<file path="config.mk">
export PLATFORM = sky130hd
export DESIGN_NAME = wildcard_mask_match_core_flat
export DESIGN_NICKNAME = d
export VERILOG_FILES = /design/src/rtl/wmm_pkg.sv /design/src/rtl/wmm_in_if.sv /design/src/rtl/wmm_out_if.sv /design/src/rtl/wmm_cell.sv /design/src/rtl/wildcard_mask_match_core.sv /design/src/flat_wrapper.sv
export SDC_FILE = /design/constraint.sdc
export NUM_CORES = 2
export LEC_CHECK = 0
export BUFFER_PORTS_ARGS = -buffer_cell sky130_fd_sc_hd__buf_4
export CAP_MARGIN = 20
export CORE_MARGIN = 1.5
export CORE_UTILIZATION = 25
export CTS_CLUSTER_SIZE = 20
export DETAILED_ROUTE_END_ITERATION = 12
export GPL_TIMING_DRIVEN = 0
export PLACE_DENSITY = 0.37
export SYNTH_ARGS = -nofsm -noshare
export SYNTH_HDL_FRONTEND = slang
export SYNTH_HIERARCHICAL = 1
export SYNTH_SLANG_ARGS = --single-unit
</file>
<file path="constraint.sdc">
create_clock -name i_clk -period 23.2 [get_ports i_clk]
set_input_delay 1.16 -clock i_clk [delete_from_list [all_inputs] [get_ports i_clk]]
set_output_delay 1.16 -clock i_clk [all_outputs]
set_load 0.05 [all_outputs]
</file>
<file path="src/rtl/wmm_pkg.sv">
package wmm_pkg;

    localparam int MAX_MASK_DEF = 64;
    localparam int CHAR_W       = 16;

    localparam logic [CHAR_W-1:0] CH_STAR  = 16'h002A;
    localparam logic [CHAR_W-1:0] CH_QUERY = 16'h003F;
    localparam logic [CHAR_W-1:0] CH_LOW_A = 16'h0061;
    localparam logic [CHAR_W-1:0] CH_LOW_Z = 16'h007A;
    localparam logic [CHAR_W-1:0] CASE_GAP = 16'h0020;

    typedef enum logic [1:0] {
        OP_CLEAR  = 2'd0,
        OP_APPEND = 2'd1,
        OP_NAME   = 2'd2,
        OP_END    = 2'd3
    } t_op;

    // broadcast from the controller to every cell
    typedef struct packed {
        logic              wr;
        logic              step;
        logic              start;
        logic              clear;
        logic [CHAR_W-1:0] chr;
    } t_cell_ctl;

    // ASCII a-z to upper case, everything else untouched
    function automatic logic [CHAR_W-1:0] fold_upper(input logic [CHAR_W-1:0] c);
        logic [CHAR_W-1:0] r;
        r = c;
        if (c >= CH_LOW_A && c <= CH_LOW_Z) begin
            r = c - CASE_GAP;
        end
        return r;
    endfunction

endpackage

</file>
<file path="src/rtl/wmm_in_if.sv">
interface wmm_in_if;
    logic                       valid;
    logic                       ready;
    logic [1:0]                 operation;
    logic [wmm_pkg::CHAR_W-1:0] character;

    modport source (output valid, output operation, output character, input ready);
    modport sink   (input valid, input operation, input character, output ready);
endinterface

</file>
<file path="src/rtl/wmm_out_if.sv">
interface wmm_out_if;
    logic valid;
    logic ready;
    logic matched;
    logic mask_invalid;

    modport source (output valid, output matched, output mask_invalid, input ready);
    modport sink   (input valid, input matched, input mask_invalid, output ready);
endinterface

</file>
<file path="src/rtl/wmm_cell.sv">
module wmm_cell #(
    parameter int IDX   = 0,
    parameter int CNT_W = 7
) (
    input  logic                i_clk,
    input  logic                i_rst_n,
    input  wmm_pkg::t_cell_ctl  i_ctl,
    input  logic [CNT_W-1:0]    i_len,
    input  logic                i_seed,
    input  logic                i_fwd,
    input  logic                i_lstar_t,
    output logic                o_fwd,
    output logic                o_star_t,
    output logic                o_star_v,
    output logic                o_act
);

    logic [wmm_pkg::CHAR_W-1:0] r_char;
    logic                       r_act;
    logic                       n_act;
    logic                       w_valid;
    logic                       w_star;
    logic                       w_query;
    logic                       w_act;
    logic                       w_t;

    assign w_valid = i_len > CNT_W'(IDX);
    assign w_star  = r_char == wmm_pkg::CH_STAR;
    assign w_query = r_char == wmm_pkg::CH_QUERY;

    // fresh name: only the seed positions are live
    assign w_act = i_ctl.start ? i_seed : r_act;

    // consume one char and move right
    assign o_fwd = w_act & w_valid & ~w_star & (w_query | (r_char == i_ctl.chr));
    // star holds itself; left neighbor may hand in a step
    assign w_t      = (w_act & w_valid & w_star) | i_fwd;
    // empty run through a star; stars are stored without repeats
    assign o_star_t = w_valid & w_star & w_t;
    assign o_star_v = w_valid & w_star;
    assign o_act    = w_act;

    always_comb begin
        n_act = r_act;
        if (i_ctl.clear) begin
            n_act = 1'b0;
        end else if (i_ctl.step) begin
            n_act = w_t | i_lstar_t;
        end
    end

    always_ff @(posedge i_clk) begin
        if (!i_rst_n) begin
            r_act <= 1'b0;
        end else begin
            r_act <= n_act;
        end
    end

    always_ff @(posedge i_clk) begin
        if (i_ctl.wr && i_len == CNT_W'(IDX)) begin
            r_char <= i_ctl.chr;
        end
    end

endmodule

</file>
<file path="src/rtl/wildcard_mask_match_core.sv">
// Result: an end-of-name word's result is registered in the output or skid register.
// Throughput: one input word per cycle; each name character moves the active set
//   one step along the cell row, every cell updating at once from its left neighbor.
// Output: a result register plus one skid slot; input stalls only when both are full.
// Reset: synchronous, active low; clears mask lengths, flags, active bits and
//   output valids. Stored mask characters are not cleared.
module wildcard_mask_match_core #(
    parameter int MAX_MASK = wmm_pkg::MAX_MASK_DEF
) (
    input  logic        i_clk,
    input  logic        i_rst_n,
    wmm_in_if.sink      i_word,
    wmm_out_if.source   o_word
);

    localparam int CNT_W = $clog2(MAX_MASK + 1);

    // ---------------------------------------------------------------
    // control state
    // ---------------------------------------------------------------
    logic [CNT_W-1:0] r_raw_len;    // characters appended, stars included
    logic [CNT_W-1:0] r_clen;       // characters stored, repeated stars dropped
    logic             r_ovf;
    logic             r_last_star;  // last stored character is '*'
    logic             r_start;      // next name character opens a new name
    logic [CNT_W-1:0] n_raw_len;
    logic [CNT_W-1:0] n_clen;
    logic             n_ovf;
    logic             n_last_star;
    logic             n_start;

    // output register and skid slot
    logic r_out_v;
    logic r_out_m;
    logic r_out_inv;
    logic r_skid_v;
    logic r_skid_m;
    logic r_skid_inv;
    logic n_out_v;
    logic n_skid_v;

    logic                       w_acc;
    wmm_pkg::t_op               w_op;
    logic [wmm_pkg::CHAR_W-1:0] w_chr;
    logic                       w_is_star;
    logic                       w_room;
    logic                       w_drop;
    logic                       w_res;
    logic                       w_inv;
    logic                       w_hit;
    logic                       w_pop;
    wmm_pkg::t_cell_ctl         w_ctl;

    // chain wires, one per position plus the tail position
    logic [MAX_MASK+1:0] w_fwd;
    logic [MAX_MASK+1:0] w_star_t;
    logic [MAX_MASK:0]   w_star_v;
    logic [MAX_MASK:0]   w_act;
    logic [MAX_MASK:0]   w_seed;

    assign i_word.ready = ~r_skid_v;
    assign w_acc        = i_word.valid & i_word.ready;
    assign w_op         = wmm_pkg::t_op'(i_word.operation);
    // folding is shared by store writes and name characters
    assign w_chr        = wmm_pkg::fold_upper(i_word.character);
    assign w_is_star    = w_chr == wmm_pkg::CH_STAR;
    assign w_room       = r_raw_len < CNT_W'(MAX_MASK);
    // "**" behaves as "*": keep only one so the empty-run step is a single hop
    assign w_drop       = w_is_star & r_last_star;

    assign w_ctl.wr    = w_acc & (w_op == wmm_pkg::OP_APPEND) & w_room & ~w_drop;
    assign w_ctl.step  = w_acc & (w_op == wmm_pkg::OP_NAME);
    assign w_ctl.clear = w_acc & (w_op == wmm_pkg::OP_CLEAR);
    assign w_ctl.start = r_start;
    assign w_ctl.chr   = w_chr;

    always_comb begin
        n_raw_len   = r_raw_len;
        n_clen      = r_clen;
        n_ovf       = r_ovf;
        n_last_star = r_last_star;
        n_start     = r_start;
        if (w_acc) begin
            unique case (w_op)
                wmm_pkg::OP_CLEAR: begin
                    n_raw_len   = '0;
                    n_clen      = '0;
                    n_ovf       = 1'b0;
                    n_last_star = 1'b0;
                    n_start     = 1'b1;
                end
                wmm_pkg::OP_APPEND: begin
                    if (w_room) begin
                        n_raw_len = r_raw_len + CNT_W'(1);
                        if (!w_drop) begin
                            n_clen      = r_clen + CNT_W'(1);
                            n_last_star = w_is_star;
                        end
                    end else begin
                        n_ovf = 1'b1;
                    end
                    n_start = 1'b1;
                end
                wmm_pkg::OP_NAME: begin
                    n_start = 1'b0;
                end
                wmm_pkg::OP_END: begin
                    n_start = 1'b1;
                end
                default: begin
                    n_start = r_start;
                end
            endcase
        end
    end

    // ---------------------------------------------------------------
    // cell row: position i lives in cell i; the tail cell is never written
    // and only collects the final position
    // ---------------------------------------------------------------
    assign w_fwd[0]    = 1'b0;
    assign w_star_t[0] = 1'b0;

    always_comb begin
        w_seed    = '0;
        w_seed[0] = 1'b1;
        w_seed[1] = w_star_v[0];  // a leading star also opens position one
    end

    for (genvar g = 0; g <= MAX_MASK; g++) begin : g_cell
        wmm_cell #(
            .IDX   (g),
            .CNT_W (CNT_W)
        ) u_cell (
            .i_clk     (i_clk),
            .i_rst_n   (i_rst_n),
            .i_ctl     (w_ctl),
            .i_len     (r_clen),
            .i_seed    (w_seed[g]),
            .i_fwd     (w_fwd[g]),
            .i_lstar_t (w_star_t[g]),
            .o_fwd     (w_fwd[g+1]),
            .o_star_t  (w_star_t[g+1]),
            .o_star_v  (w_star_v[g]),
            .o_act     (w_act[g])
        );
    end

    // whole name matched when the position just past the stored mask is live
    assign w_inv = (r_raw_len == '0) | r_ovf;
    assign w_hit = ~w_inv & w_act[r_clen];
    assign w_res = w_acc & (w_op == wmm_pkg::OP_END);

    // ---------------------------------------------------------------
    // result register with skid slot
    // ---------------------------------------------------------------
    assign w_pop = r_out_v & o_word.ready;

    always_comb begin
        n_out_v  = r_out_v;
        n_skid_v = r_skid_v;
        if (!r_out_v || w_pop) begin
            n_out_v  = r_skid_v | w_res;
            n_skid_v = 1'b0;
        end else if (w_res) begin
            n_skid_v = 1'b1;
        end
    end

    always_ff @(posedge i_clk) begin
        if (!i_rst_n) begin
            r_raw_len   <= '0;
            r_clen      <= '0;
            r_ovf       <= 1'b0;
            r_last_star <= 1'b0;
            r_start     <= 1'b1;
            r_out_v     <= 1'b0;
            r_skid_v    <= 1'b0;
        end else begin
            r_raw_len   <= n_raw_len;
            r_clen      <= n_clen;
            r_ovf       <= n_ovf;
            r_last_star <= n_last_star;
            r_start     <= n_start;
            r_out_v     <= n_out_v;
            r_skid_v    <= n_skid_v;
        end
    end

    always_ff @(posedge i_clk) begin
        if (!r_out_v || w_pop) begin
            if (r_skid_v) begin
                r_out_m   <= r_skid_m;
                r_out_inv <= r_skid_inv;
            end else begin
                r_out_m   <= w_hit;
                r_out_inv <= w_inv;
            end
        end else if (w_res) begin
            r_skid_m   <= w_hit;
            r_skid_inv <= w_inv;
        end
    end

    assign o_word.valid        = r_out_v;
    assign o_word.matched      = r_out_m;
    assign o_word.mask_invalid = r_out_inv;

`ifndef SYNTHESIS
    a_clen_le_raw : assert property (@(posedge i_clk) disable iff (!i_rst_n)
        r_clen <= r_raw_len)
        else $error("stored length exceeds appended length");

    a_skid_needs_out : assert property (@(posedge i_clk) disable iff (!i_rst_n)
        r_skid_v |-> r_out_v)
        else $error("skid slot full while output register empty");

    a_ovf_full : assert property (@(posedge i_clk) disable iff (!i_rst_n)
        r_ovf |-> (r_raw_len == CNT_W'(MAX_MASK)))
        else $error("overflow flagged with room left");

    a_name_clears_start : assert property (@(posedge i_clk) disable iff (!i_rst_n)
        (w_acc && w_op == wmm_pkg::OP_NAME) |=> !r_start)
        else $error("name character did not open the name");

    a_match_valid_mask : assert property (@(posedge i_clk) disable iff (!i_rst_n)
        (r_out_v && r_out_m) |-> !r_out_inv)
        else $error("match reported on invalid mask");
`endif

endmodule
</file>
<file path="src/flat_wrapper.sv">
// flat-port wrapper written by rule: the top's interface ports become plain ports
module wildcard_mask_match_core_flat 
#(
    parameter int MAX_MASK = wmm_pkg::MAX_MASK_DEF
)
  (i_clk, i_rst_n, i_word_valid, i_word_operation, i_word_character, i_word_ready, o_word_valid, o_word_matched, o_word_mask_invalid, o_word_ready);
  wmm_in_if i_word_i ();
  wmm_out_if o_word_i ();
  input  logic i_clk;
  input  logic i_rst_n;
  input wire logic [$bits(i_word_i.valid)-1:0] i_word_valid;
  input wire logic [$bits(i_word_i.operation)-1:0] i_word_operation;
  input wire logic [$bits(i_word_i.character)-1:0] i_word_character;
  output wire logic [$bits(i_word_i.ready)-1:0] i_word_ready;
  output wire logic [$bits(o_word_i.valid)-1:0] o_word_valid;
  output wire logic [$bits(o_word_i.matched)-1:0] o_word_matched;
  output wire logic [$bits(o_word_i.mask_invalid)-1:0] o_word_mask_invalid;
  input wire logic [$bits(o_word_i.ready)-1:0] o_word_ready;
  assign i_word_i.valid = i_word_valid;
  assign i_word_i.operation = i_word_operation;
  assign i_word_i.character = i_word_character;
  assign i_word_ready = i_word_i.ready;
  assign o_word_valid = o_word_i.valid;
  assign o_word_matched = o_word_i.matched;
  assign o_word_mask_invalid = o_word_i.mask_invalid;
  assign o_word_i.ready = o_word_ready;
  wildcard_mask_match_core #(.MAX_MASK(MAX_MASK)) u_core (.i_clk(i_clk), .i_rst_n(i_rst_n), .i_word(i_word_i), .o_word(o_word_i));
endmodule
</file>
==> impl_metrics.yaml <==
synthesis:
  syn_area_per_cell_sq_um: 13.4
  yosysWarnings: 6
  synthesis.area_sq_mm: 0.0558
  syn_inst: 4162
floorplan:
  core_sq_mm: 0.222
  dieArea_sq_mm: 0.226
  die_x_um: 476
  initial_core_util: 0.251
  num_rows: 173
  io_pins: 26
  die_y_um: 476
worst_hold_path:
  hold_class: "reg2reg"
  whs_path_depth: 2
finish:
  syn2layout_area_growth_pct: 21.1
  nets: 4575
  mostFrequentLayoutCells: "edfxtp_1 (1044), xor2_1 (835), nor4_1 (269)"
  fillerInstances: 22200
  layout_commonest_cell: "edfxtp_1"
  drive_above_1_share: 0.158
grt:
  grt_overflow_total: 0
  groute.usage.overall: 0.154
  grt_max_degree: 75
  antenna_found_initial: 5
  grt_pass1_wl_um: 260000
  grt_pass1_vias: 37800
routing:
  wire_per_inst_um: 22.9
  wirelength_um: 175000
  drc: 0
  drtIter0Drc: 2280
  vias: 36300
  ant_nets: 0
  first_pass_iters: 7
  via_per_inst: 4.76
power_and_ir_drop:
  combPwrFrac: 0.062
  p_seq_frac: 0.473
  p_int_w: 0.00364
  vdd_drop_max_mv: 0.0455
  leakage_nw: 21.5
  p_switching_w: 0.00108
  p_sw_frac: 0.228
  p_per_area_mw_per_mm2: 69.8
  pwr-share-clk: 0.465
timing:
  timing.setup.tns_ns: 0
  slew_headroom: 0.303
  setup_viol: 0
  period_minus_slack_ns: 6.13
  holdWs_ns: 0.514
  slew_violations: 0
  fin_skew_ns: 0.0279
  final-hold-violation-count: 0
  clock.fmax_ghz: 0.163
  rsz0062_at_grt: "false"
  finalCritPeriodShare: 0.264
  worstMarginPinSlew_ns: 1.04
  worst_slack_ns: 17.07
critical_path:
  crit_fanout: 74
  worstPathRequired_ns: 23.93
  worstSetupStartpointType: "input port"
  path_class: "in2reg"
  worstSetupEndpointType: "register"
  arrival_ns: 6.86
  reg2regPathDepth: 10
clock_tree:
  cts_root_buf: "clkbuf_16"
  clockBufferDepth: 3
  post_cts_resized: 0
  clock-sinks: 1128
  ctsHtreeMaxLevel: 4
  cts_setup_buffers: 0
  numCtsBuffers: 138
  clk_latency_ns: 0.79
  cts_tree: "built"
  clk_pin_slew_ns: 0.06
  hold_buffers: 0
placed_design:
  dpl.hpwl_um: 108000
  place_ws_ns: 16.24
  io_buffers: 24
  place.gp.congestion: 0.703
run_status:
  outcome: "finished clean"
job:
  maxCapViolCount: 0
==> stage by stage <==
| step | utilization | cells | area, sq um | power [W] |
|---|---|---|---|---|
| after floorplan | - | 4227 | 56100 | 0.00243 |
| after global placement | 0.270 | 7226 | 60000 | 0.00258 |
| after detailed placement | 0.284 | 7384 | 63000 | 0.00257 |
| after CTS | 0.304 | 7632 | 67600 | 0.00481 |
| after global routing | 0.304 | 7633 | 67600 | 0.00489 |
| final | 0.304 | 7633 | 67600 | 0.00472 |
==> sequential cells by signal, indices dropped and copies added (netlist names) <==
signal	count
u_core/o_word.valid	1
u_core/r_ovf	1
u_core/r_start	1
u_core/r_last_star	1
u_core/r_skid_v	1
u_core/r_skid_m	1
u_core/g_cell.u_cell/r_char	1040
u_core/r_clen	7
u_core/o_word.matched	1
u_core/o_word.mask_invalid	1
u_core/r_raw_len	7
u_core/g_cell.u_cell/r_act	65
u_core/r_skid_inv	1
==> final cells by class <==
cell class	count	area, sq um	area share
sequential	1128	33100	0.489
multi-input combinational	3016	23000	0.340
clock buffer	175	3750	0.0554
tap	2975	3720	0.0551
timing repair buffer	182	2890	0.0428
clock inverter	73	807	0.0119
inverter	68	258	0.00381
buffer	15	104	0.00154
antenna	1	2.50	0.0000370
==> power groups by stage <==
| stage | logic, W | clock network, W | registers (W) |
|---|---|---|---|
| detailed placement | 0.000302 | 0 | 0.00227 |
| finish | 0.000294 | 0.00219 | 0.00223 |
| CTS | 0.000303 | 0.00227 | 0.00223 |
| global placement | 0.000286 | 0 | 0.00229 |
| floorplan | 0.000147 | 0 | 0.00228 |
| global route | 0.000320 | 0.00234 | 0.00223 |
==> routing by layer <==
layer | share of wire | global-route usage | wire length (um) | vias up
li1 | - | - | - | 16900
met1 | 0.49 | 0.216 | 85200 | 18600
met2 | 0.46 | 0.250 | 81100 | 560
met3 | 0.032 | 0.0211 | 5560 | 206
met4 | 0.018 | 0.0387 | 3220 | 0
met5 | 0 | 0 | 0 | -
==> path summary, 6_finish.rpt <==
check / start / to / slack [ns]
max: i_word_character[2] / u_core/g_cell[59].u_cell/r_act$_SDFFE_PP0P_ / 17.07
min: u_core/r_ovf$_SDFFE_PN0P_ / u_core/r_ovf$_SDFFE_PN0P_ / 0.51
max reg2reg: u_core/r_clen[1]$_SDFFE_PN0P_ / u_core/o_word.matched$_DFFE_PP_ / 18.78
min reg2reg: u_core/r_ovf$_SDFFE_PN0P_ / u_core/r_ovf$_SDFFE_PN0P_ / 0.51
==> critical path, cell delays in order <==
cell and delay, ns:
buf_8 0.45, buf_16 0.35, or3_1 0.24, nor3_1 0.05, nor4_1 0.76, and3_1 0.52
or2_4 0.78, buf_16 0.33, xor2_1 0.13, nor4_1 0.28, nand4_1 0.19, a2111oi_2 0.55
o21a_1 0.21, nor2_1 0.04, nand2_1 0.10, o221a_2 0.18, o21a_1 0.10
No activity file was read; power rests on OpenSTA's default activity.
